## src/rtl/core/utf8d_pkg.sv

```systemverilog
package utf8d_pkg;

  // widths of the result fields
  localparam int unsigned CpW  = 21;
  localparam int unsigned LenW = 3;

  // most results one input byte can cause
  localparam int unsigned MaxRes = 4;
  localparam int unsigned NumW   = 3;

  // result queue geometry (depth is a power of two, pointers wrap)
  localparam int unsigned FifoDepth = 8;
  localparam int unsigned PtrW      = 3;
  localparam int unsigned CntW      = 4;

  // replacement answer for any invalid byte
  localparam logic [CpW-1:0] ErrCodepoint = 21'h00003F;

  typedef struct packed {
    logic [CpW-1:0]  codepoint;
    logic [LenW-1:0] byte_count;
    logic            run_last;
  } result_t;

  // all results caused by one byte, slot 0 first
  typedef struct packed {
    result_t [MaxRes-1:0] res;
    logic [NumW-1:0]      num;
  } batch_t;

endpackage

```

## src/rtl/core/utf8d_decode.sv

```systemverilog
module utf8d_decode import utf8d_pkg::*; (
  input  logic       clk_i,
  input  logic       rst_ni,
  input  logic       proc_i,
  input  logic [7:0] byte_i,
  output batch_t     batch_o
);

  // pending sequence state
  logic [7:0]      lead_q, lead_d;
  logic [1:0][7:0] held_q, held_d;
  logic [1:0]      cnt_q, cnt_d;

  logic            pend;
  logic            is_cont;
  logic            is_lead;
  logic [LenW-1:0] need;
  logic [CpW-1:0]  cp;
  logic [NumW-1:0] n_err;
  logic            tail_v;
  result_t         tail;
  logic [NumW-1:0] num;

  assign pend    = (cnt_q != 2'd0);
  assign is_cont = (byte_i[7:6] == 2'b10);

  // classify the incoming byte as a lead of a multi-byte form
  always_comb begin
    is_lead = (byte_i inside {[8'hC0:8'hF7]});
  end

  // total length of the pending form, from its lead
  always_comb begin
    if (lead_q[7:5] == 3'b110) begin
      need = 3'd2;
    end else if (lead_q[7:4] == 4'b1110) begin
      need = 3'd3;
    end else begin
      need = 3'd4;
    end
  end

  // codepoint assembly once the last continuation arrives
  always_comb begin
    case (need)
      3'd2:    cp = CpW'({lead_q[4:0], byte_i[5:0]});
      3'd3:    cp = CpW'({lead_q[3:0], held_q[0][5:0], byte_i[5:0]});
      3'd4:    cp = {lead_q[2:0], held_q[0][5:0], held_q[1][5:0], byte_i[5:0]};
      default: cp = ErrCodepoint;
    endcase
  end

  // next state and the result list for this byte
  always_comb begin
    lead_d          = lead_q;
    held_d          = held_q;
    cnt_d           = cnt_q;
    n_err           = '0;
    tail_v          = 1'b0;
    tail.codepoint  = ErrCodepoint;
    tail.byte_count = LenW'(1);
    tail.run_last   = 1'b1;
    if (proc_i) begin
      if (pend && is_cont) begin
        if ({1'b0, cnt_q} + 3'd1 == need) begin
          tail_v          = 1'b1;
          tail.codepoint  = cp;
          tail.byte_count = need;
          cnt_d           = 2'd0;
        end else begin
          held_d[cnt_q[1]] = byte_i;
          cnt_d            = cnt_q + 2'd1;
        end
      end else begin
        // a broken form answers its lead and each held byte with an error
        n_err = pend ? NumW'(cnt_q) : '0;
        cnt_d = 2'd0;
        if (byte_i == 8'h00) begin
          tail_v = 1'b0;
        end else if (!byte_i[7]) begin
          tail_v         = 1'b1;
          tail.codepoint = CpW'(byte_i);
        end else if (is_lead) begin
          lead_d = byte_i;
          cnt_d  = 2'd1;
        end else begin
          tail_v = 1'b1;
        end
      end
    end
  end

  assign num = n_err + NumW'(tail_v);

  // fill the slots: errors first, then the tail result
  always_comb begin
    batch_o.num = num;
    for (int i = 0; i < MaxRes; i++) begin
      if (NumW'(i) < n_err) begin
        batch_o.res[i].codepoint  = ErrCodepoint;
        batch_o.res[i].byte_count = LenW'(1);
      end else begin
        batch_o.res[i].codepoint  = tail.codepoint;
        batch_o.res[i].byte_count = tail.byte_count;
      end
      batch_o.res[i].run_last = (NumW'(i) + NumW'(1) == num);
    end
  end

  // control state
  always_ff @(posedge clk_i or negedge rst_ni) begin
    if (!rst_ni) begin
      lead_q <= 8'h00;
      cnt_q  <= 2'd0;
    end else begin
      lead_q <= lead_d;
      cnt_q  <= cnt_d;
    end
  end

  // held continuations, only read after being written
  always_ff @(posedge clk_i) begin
    held_q <= held_d;
  end

endmodule

```

## src/rtl/core/utf8d_fifo.sv

```systemverilog
module utf8d_fifo import utf8d_pkg::*; (
  input  logic    clk_i,
  input  logic    rst_ni,
  input  batch_t  batch_i,
  output logic    room_o,
  output logic    valid_o,
  input  logic    stall_i,
  output result_t head_o
);

  result_t         mem_q [FifoDepth];
  logic [PtrW-1:0] wr_ptr_q, rd_ptr_q;
  logic [CntW-1:0] count_q;
  logic [PtrW-1:0] wr_idx [MaxRes];
  logic            pop;

  assign valid_o = (count_q != '0);
  assign pop     = valid_o && !stall_i;
  assign head_o  = mem_q[rd_ptr_q];

  // room for a full batch of results
  assign room_o = (CntW'(FifoDepth) - count_q) >= CntW'(MaxRes);

  // write addresses of the batch slots
  always_comb begin
    for (int i = 0; i < MaxRes; i++) begin
      wr_idx[i] = wr_ptr_q + PtrW'(i);
    end
  end

  // storage, several writes and one read per cycle
  always_ff @(posedge clk_i) begin
    for (int i = 0; i < MaxRes; i++) begin
      if (NumW'(i) < batch_i.num) begin
        mem_q[wr_idx[i]] <= batch_i.res[i];
      end
    end
  end

  // pointers and fill level
  always_ff @(posedge clk_i or negedge rst_ni) begin
    if (!rst_ni) begin
      wr_ptr_q <= '0;
      rd_ptr_q <= '0;
      count_q  <= '0;
    end else begin
      wr_ptr_q <= wr_ptr_q + PtrW'(batch_i.num);
      rd_ptr_q <= rd_ptr_q + PtrW'(pop);
      count_q  <= count_q + CntW'(batch_i.num) - CntW'(pop);
    end
  end

endmodule

```

## src/rtl/core/utf8_codepoint_decoder_core.sv

```systemverilog
// channel | direction | handshake           | payload
// in      | sink      | in_valid_i/in_stall_o | in_byte_i
// out     | source    | out_valid_o/out_stall_i | codepoint_o, byte_count_o, run_last_o
//
// one byte is taken per cycle unless the input stalls; it is held in the input register and its
// results are written into an 8-entry result queue, from which results leave one per cycle
// while out_stall_i is low.
// a byte may cause up to four results; the input stalls while a byte waits in
// the input register and the queue has fewer than four free entries.
// reset clears the pending sequence and empties the queue.
module utf8_codepoint_decoder_core import utf8d_pkg::*; (
  input  logic            clk_i,
  input  logic            rst_ni,
  input  logic            in_valid_i,
  output logic            in_stall_o,
  input  logic [7:0]      in_byte_i,
  output logic            out_valid_o,
  input  logic            out_stall_i,
  output logic [CpW-1:0]  codepoint_o,
  output logic [LenW-1:0] byte_count_o,
  output logic            run_last_o
);

  logic       valid_q;
  logic [7:0] byte_q;
  logic       room;
  logic       proc;
  logic       accept;
  batch_t     batch;
  result_t    head;

  assign proc       = valid_q && room;
  assign in_stall_o = valid_q && !room;
  assign accept     = in_valid_i && !in_stall_o;

  // input register
  always_ff @(posedge clk_i or negedge rst_ni) begin
    if (!rst_ni) begin
      valid_q <= 1'b0;
    end else if (accept) begin
      valid_q <= 1'b1;
    end else if (proc) begin
      valid_q <= 1'b0;
    end
  end

  always_ff @(posedge clk_i) begin
    if (accept) begin
      byte_q <= in_byte_i;
    end
  end

  utf8d_decode u_decode (
    .clk_i   (clk_i),
    .rst_ni  (rst_ni),
    .proc_i  (proc),
    .byte_i  (byte_q),
    .batch_o (batch)
  );

  utf8d_fifo u_fifo (
    .clk_i   (clk_i),
    .rst_ni  (rst_ni),
    .batch_i (batch),
    .room_o  (room),
    .valid_o (out_valid_o),
    .stall_i (out_stall_i),
    .head_o  (head)
  );

  assign codepoint_o  = head.codepoint;
  assign byte_count_o = head.byte_count;
  assign run_last_o   = head.run_last;

endmodule

```

## config.mk

```make
export PLATFORM = sky130hd
export DESIGN_NAME = utf8_codepoint_decoder_core
export DESIGN_NICKNAME = d
export VERILOG_FILES = /design/src/rtl/core/utf8d_pkg.sv /design/src/rtl/core/utf8d_decode.sv /design/src/rtl/core/utf8d_fifo.sv /design/src/rtl/core/utf8_codepoint_decoder_core.sv
export SDC_FILE = /design/constraint.sdc
export NUM_CORES = 1
export LEC_CHECK = 0
export BUFFER_PORTS_ARGS = -buffer_cell sky130_fd_sc_hd__buf_2
export CAP_MARGIN = 10
export CORE_UTILIZATION = 57
export CTS_CLUSTER_DIAMETER = 100
export DETAILED_ROUTE_END_ITERATION = 12
export HOLD_SLACK_MARGIN = 0.15
export PLACE_DENSITY = 0.77
export SLEW_MARGIN = 25
export SYNTH_ARGS = -nofsm -noshare
export SYNTH_HDL_FRONTEND = slang
export SYNTH_SLANG_ARGS = --single-unit
```

## constraint.sdc

```tcl
create_clock -name clk_i -period 4.9 [get_ports clk_i]
set_input_delay 0.49 -clock clk_i [delete_from_list [all_inputs] [get_ports clk_i]]
set_output_delay 0.49 -clock clk_i [all_outputs]
set_load 0.1 [all_outputs]
```

After elaboration in Yosys (flattened, before gate mapping)

Memories as Yosys holds them, arrays and structs flattened.
Cells that the tools add are included.

Flip-flop bits (word level): 45
Memory bits (writable): 200
Memories: 1
Output and inout port bits: 27
Input bits: 12

Memory list:

| memory       | words | bits a word | rd ports | clocked after Yosys merged registers in | wr ports | RTL line         | source |
|---|---|---|---|---|---|---|---|
| u_fifo.mem_q | 8     | 25          | 1        | 0                                       | 4        | utf8d_fifo.sv:11 | `result_t mem_q [FifoDepth];` |

Equal/unequal tests: 11
Muxes and demuxes: 40
Add/sub/neg operators: 11
Bitwise logic cells: 3
Reduce and logical (&&, ||, !) cells: 16
$lt $le $gt $ge: 13

Operators with widths:

| cell                                                  | number |
|---|---|
| two-way mux 24 bit                                    | 6 |
| one-hot mux 21 bit (3 select lines)                   | 1 |
| two-way mux 21 bit                                    | 2 |
| two-way mux 1 bit                                     | 17 |
| bitwise mux 16 bit                                    | 1 |
| two-way mux 3 bit                                     | 5 |
| < comparator 1 x 3 -> 1 bit, first input constant     | 4 |
| < comparator 2 x 3 -> 1 bit, first input constant     | 4 |
| two-way mux 2 bit                                     | 5 |
| demux 8 bit (select 1 bit)                            | 1 |
| >= comparator 8 bit, second input constant            | 1 |
| less-or-equal comparator 8 bit, second input constant | 1 |
| zero test 8 bit                                       | 1 |
| two-way mux 8 bit                                     | 1 |
| logical AND 1 bit                                     | 7 |
| two-way mux 7 bit                                     | 1 |
| adder 3 x 1 -> 3 bit                                  | 2 |
| adder 3 x 2 -> 3 bit, second input constant           | 2 |
| == test 2 x 3 -> 1 bit, first input constant          | 2 |
| == test 3 x 2 -> 1 bit, second input constant         | 2 |
| == test 3 bit, second input constant                  | 2 |
| AND reduction 5 bit                                   | 1 |
| adder 4 x 3 -> 4 bit                                  | 1 |
| == test 4 bit, second input constant                  | 1 |
| 18 further kinds                                      | 23 |

Longest topological paths before layout

Depth after elaboration: 11
Depth in mapped cells: 16
Depth with buffers taken out: 14

Hierarchy

Synthesis repeated with hierarchy kept, for this count alone.

Cells, all modules: 1584
Area total of the unflattened synthesis: 15736.3 um^2

By module, submodules not included:

| module                      | sequential area each (um^2) | area an instance (um^2) | times used | cells each |
|---|---|---|---|---|
| utf8d_fifo                  | 6256.0                      | 13470.4                 | 1          | 1338 |
| utf8d_decode                | 610.6                       | 1961.9                  | 1          | 232 |
| utf8_codepoint_decoder_core | 265.3                       | 304.0                   | 1          | 14 |

Least setup slack after synthesis

OpenSTA, ideal clock, no wires.

Path kind: register to register
From: register u_fifo.count_q[2]
To: memory u_fifo.mem_q[4][0] in the netlist's numbering (enable)
Setup slack: 0.167 ns
Path buffers: 4
Period minus slack after synthesis: 4.733 ns
Required time: 4.458 ns
Stages on the path, launching flop included: 12
Data arrival time: 4.292 ns
Path through: dfrtp_1 -> or4b_4 -> o211ai_2 -> buf_4 -> buf_2 -> buf_2 -> nor2_1 -> ha_1 -> clkbuf_1 -> nand2b_1 -> nand2_1 -> o21ai_0

RTL lines:

| element                | RTL line         | source |
|---|---|---|
| from (decl)            | utf8d_fifo.sv:13 | `logic [CntW-1:0] count_q;` |
| from (signal assigned) | utf8d_fifo.sv:49 | `count_q <= count_q + CntW'(batch_i.num) - CntW'(pop);` |
| to (decl)              | utf8d_fifo.sv:11 |  |

==> flow_summary_export.csv <==
group,metric,value,unit
clock_network,cts.sinks,241,
finish,fill_cells,1498,
critical_path,path_max_fanout,14,
sta,setup_viol,0,
clock_network,numCtsBuffers,25,
critical_path,crit_type,"register to register",
floorplan,io_pins,39,
route,num_vias,8202,
route,wl,29.5,mm
finish,fin_cells,1263,
place,io_buffer_count,38,
floorplan,initial_core_util,58.1,%
global_routing,antenna_found_initial,0,
critical_path,crit_path_end_kind,"register",
critical_path,rr_endpoint,"u_fifo.mem_q[4][12]",
logic_synthesis,syn_area_per_cell,13.0,µm²
route,via_per_inst,6.49,
finish,multi_input_area,4710,µm²
worst_hold_path,hold_path_depth,2,
logic_synthesis,synth_nets,967,
sta,slew_headroom,26.1,%
worst_hold_path,hold_path.class,"input pin to register",
clock_network,tritoncts,"built",
sta,fmax,230,MHz
critical_path,critPathRequiredTime,5.13,ns
route,drtIter0Drc,1074,
route,dr.pass1.iters,5,
logic_synthesis,netlist_area,12200,µm²
finish,mostFrequentLayoutCells,"edfxtp_1 (220), nor2_1 (77), nand2_1 (77), mux4_2 (50), and2_1 (45)",
logic_synthesis,ys_warn_count,0,
sta,final_hold_viol_count,0,
clock_network,clock_tree.root_cell,"clkbuf_16",
global_routing,grt_pass1_wl,44.9,mm
clock_network,insertion_delay,0.52,ns
logic_synthesis,synth.distinct_cells,67,
sta,finalCriticalPeriod,4.34,ns
place,dp_hpwl,19.7,mm
place,dp_cells,1206,
critical_path,critical_path.top_delay_family,"compound AO/OA/AOI/OAI gates",
finish,drive_gt1_share,21.5,%
critical_path,r2r_cells,14,
clock_network,clockBufferDepth,3,
logic_synthesis,synth_top_flop_cell,"edfxtp_1",
route,avgRoutedWirePerCell,23.4,µm
logic_synthesis,ys_async_sr_fraction,8.71,%
critical_path,startpoint_type,"register",
outcome,status,"completed",
place,gp_congestion,0.984,
floorplan,die_h,148,µm
sta,hold-worst-slack,0.167,ns
global_routing,grt_use_total,27.2,%
global_routing,grt.overflow.total,0,
sta,drv_slew,0,
logic_synthesis,ys_ff_latch,241,
sta,skew,0.00941,ns
critical_path,cp_slowest_cell,"dfrtp_1",
logic_synthesis,ys_seq_area_share,58.4,%
finish,area_growth,11.5,%
worst_hold_path,min_from,"in_valid_i",
clock_network,h-tree-depth,1,
floorplan,die_width,148,µm
critical_path,path_buf_inv,3,
logic_synthesis,synth_edf_count,220,
route,drc_errors,0,
critical_path,max_stage_delay,0.58,ns
sta,rsz0062_at_grt,"no",
route,ant_nets,0,
finish,antenna_cells,0,
global_routing,grt_max_degree,57,
floorplan,core.rowCount,53,
sta,fin_crit_sh,88.6,%
critical_path,r2r_start,"u_decode.cnt_q[0]",
critical_path,crit_top_cell,"ha_1",
global_routing,grt_pass1_vias,7895,
critical_path,r2r_setup_slack,0.56,ns
critical_path,cp_cell_sequence,"inv_1 > ha_1 > a211o_1 > a21oi_2 > nand2_1 > a21oi_1 > ha_1 > inv_1 > ha_1 > nor2_1 > nand3_1 > and3_1 > o21ai_2 > buf_12",
floorplan,die_area,22000,µm²
sta,tightest_slew,1.11,ns
floorplan,coreArea,21000,µm²
sta,tns,0,ns
run,drv_cap,0,
clock_network,clk_pin_slew,0.06,ns
finish,seq_area,7140,µm²
finish,final_common_cell,"edfxtp_1",
finish,nets,998,
worst_hold_path,whs_endpoint,"valid_q",
critical_path,cp.arrival,4.57,ns
logic_synthesis,netlist_instances,938,
==> area by class of cell <==
class                      instances  share of cell area (%)
multi-input combinational        606                    34.6
clock inverter                     6                   0.294
clock buffer                      40                    5.52
sequential                       241                    52.4
tap                              275                    2.53
timing repair buffer              73                    4.03
inverter                          22                   0.607
==> cell usage after synthesis, drive strengths merged, types with 3 or more instances <==
master,number,share of area (%)
and2,45,2.3
a211oi,25,1.5
nor2,77,2.4
nand3,13,0.53
o2111ai,6,0.43
nand4b,4,0.34
o22ai,13,0.67
xnor2,6,0.49
clkbuf,39,1.2
buf,30,1.7
a221oi,3,0.22
a21oi,47,2.2
o211ai,15,0.96
mux2,30,2.8
ha,15,1.5
xor2,6,0.49
nand2,78,2.4
nand4,14,0.77
o311ai,8,0.57
o211a,4,0.33
nor3,25,1.0
or3,11,0.56
o221ai,5,0.36
nand2b,20,1.0
dfrtp,21,4.3
mux4,50,9.2
edfxtp,220,54
a22oi,8,0.49
and3,7,0.36
nor2b,8,0.41
a311oi,3,0.22
o21ai,31,1.3
o31ai,3,0.18
inv,22,0.68
==> stage by stage <==
stage | setup WS, ns | cell area [µm²] | util [%]
after CTS | 0.621 | 13600 | 64.5
final | 0.559 | 13600 | 64.8
after global placement | 0.768 | 12600 | 60.1
after detailed placement | 0.633 | 12700 | 60.3
after floorplan | 0.167 | 12200 | -
after global routing | 0.362 | 13600 | 64.8
==> flip-flops by register name, indices dropped and copies added, names as in the netlist <==
| name | count |
|---|---|
| u_fifo.mem_q | 200 |
| u_decode.held_q | 12 |
| byte_q | 8 |
| u_decode.lead_q | 8 |
| u_fifo.count_q | 4 |
| u_fifo.rd_ptr_q | 3 |
| u_fifo.wr_ptr_q | 3 |
| u_decode.cnt_q | 2 |
| valid_q | 1 |
==> kinds of logic after synthesis <==
family / count (synthesis) / synth area share [%]
adders and majority gates: 17 / 1.87
buffers and inverters: 91 / 3.53
xor gates and xnor gates: 12 / 0.984
DFF: 241 / 58.4
and+or+nand+nor: 310 / 12.6
muxes: 80 / 12.0
AOI/OAI and AO/OA: 187 / 10.6
==> worst max-delay path by stage <==
stage,depth (start not counted),start,endpoint,slack (ns)
global placement,14,u_decode.cnt_q[0],u_fifo.mem_q[4][12],0.77
floorplan,11,u_fifo.count_q[2],u_fifo.mem_q[4][0],0.17
detailed placement,14,u_decode.cnt_q[0],u_fifo.mem_q[4][12],0.63
finish,14,u_decode.cnt_q[0],u_fifo.mem_q[4][12],0.56
global route,13,u_decode.cnt_q[0],u_fifo.mem_q[0][9],0.36
CTS,14,u_decode.cnt_q[0],u_fifo.mem_q[4][9],0.62
==> timing repair <==
action | in CTS | in global routing
setup endpoints to repair | 0 | 0
buffers inserted | 0 | 0
hold endpoints to repair | 29 | 0
hold buffers | 9 | 0
resized for setup | 0 | 0
==> routing by layer <==
| layer | up-vias | GRT usage [%] | routed length (µm) |
|---|---|---|---|
| met4 | 0 | 8.92 | 1080 |
| met5 | - | 0 | 0 |
| met3 | 84 | 3.87 | 2500 |
| li1 | 3671 | - | - |
| met2 | 447 | 43.4 | 13700 |
| met1 | 4000 | 38.8 | 12300 |
Power is not shown: default switching activity piles up to over one toggle a cycle in this logic, so the estimate is an artifact.
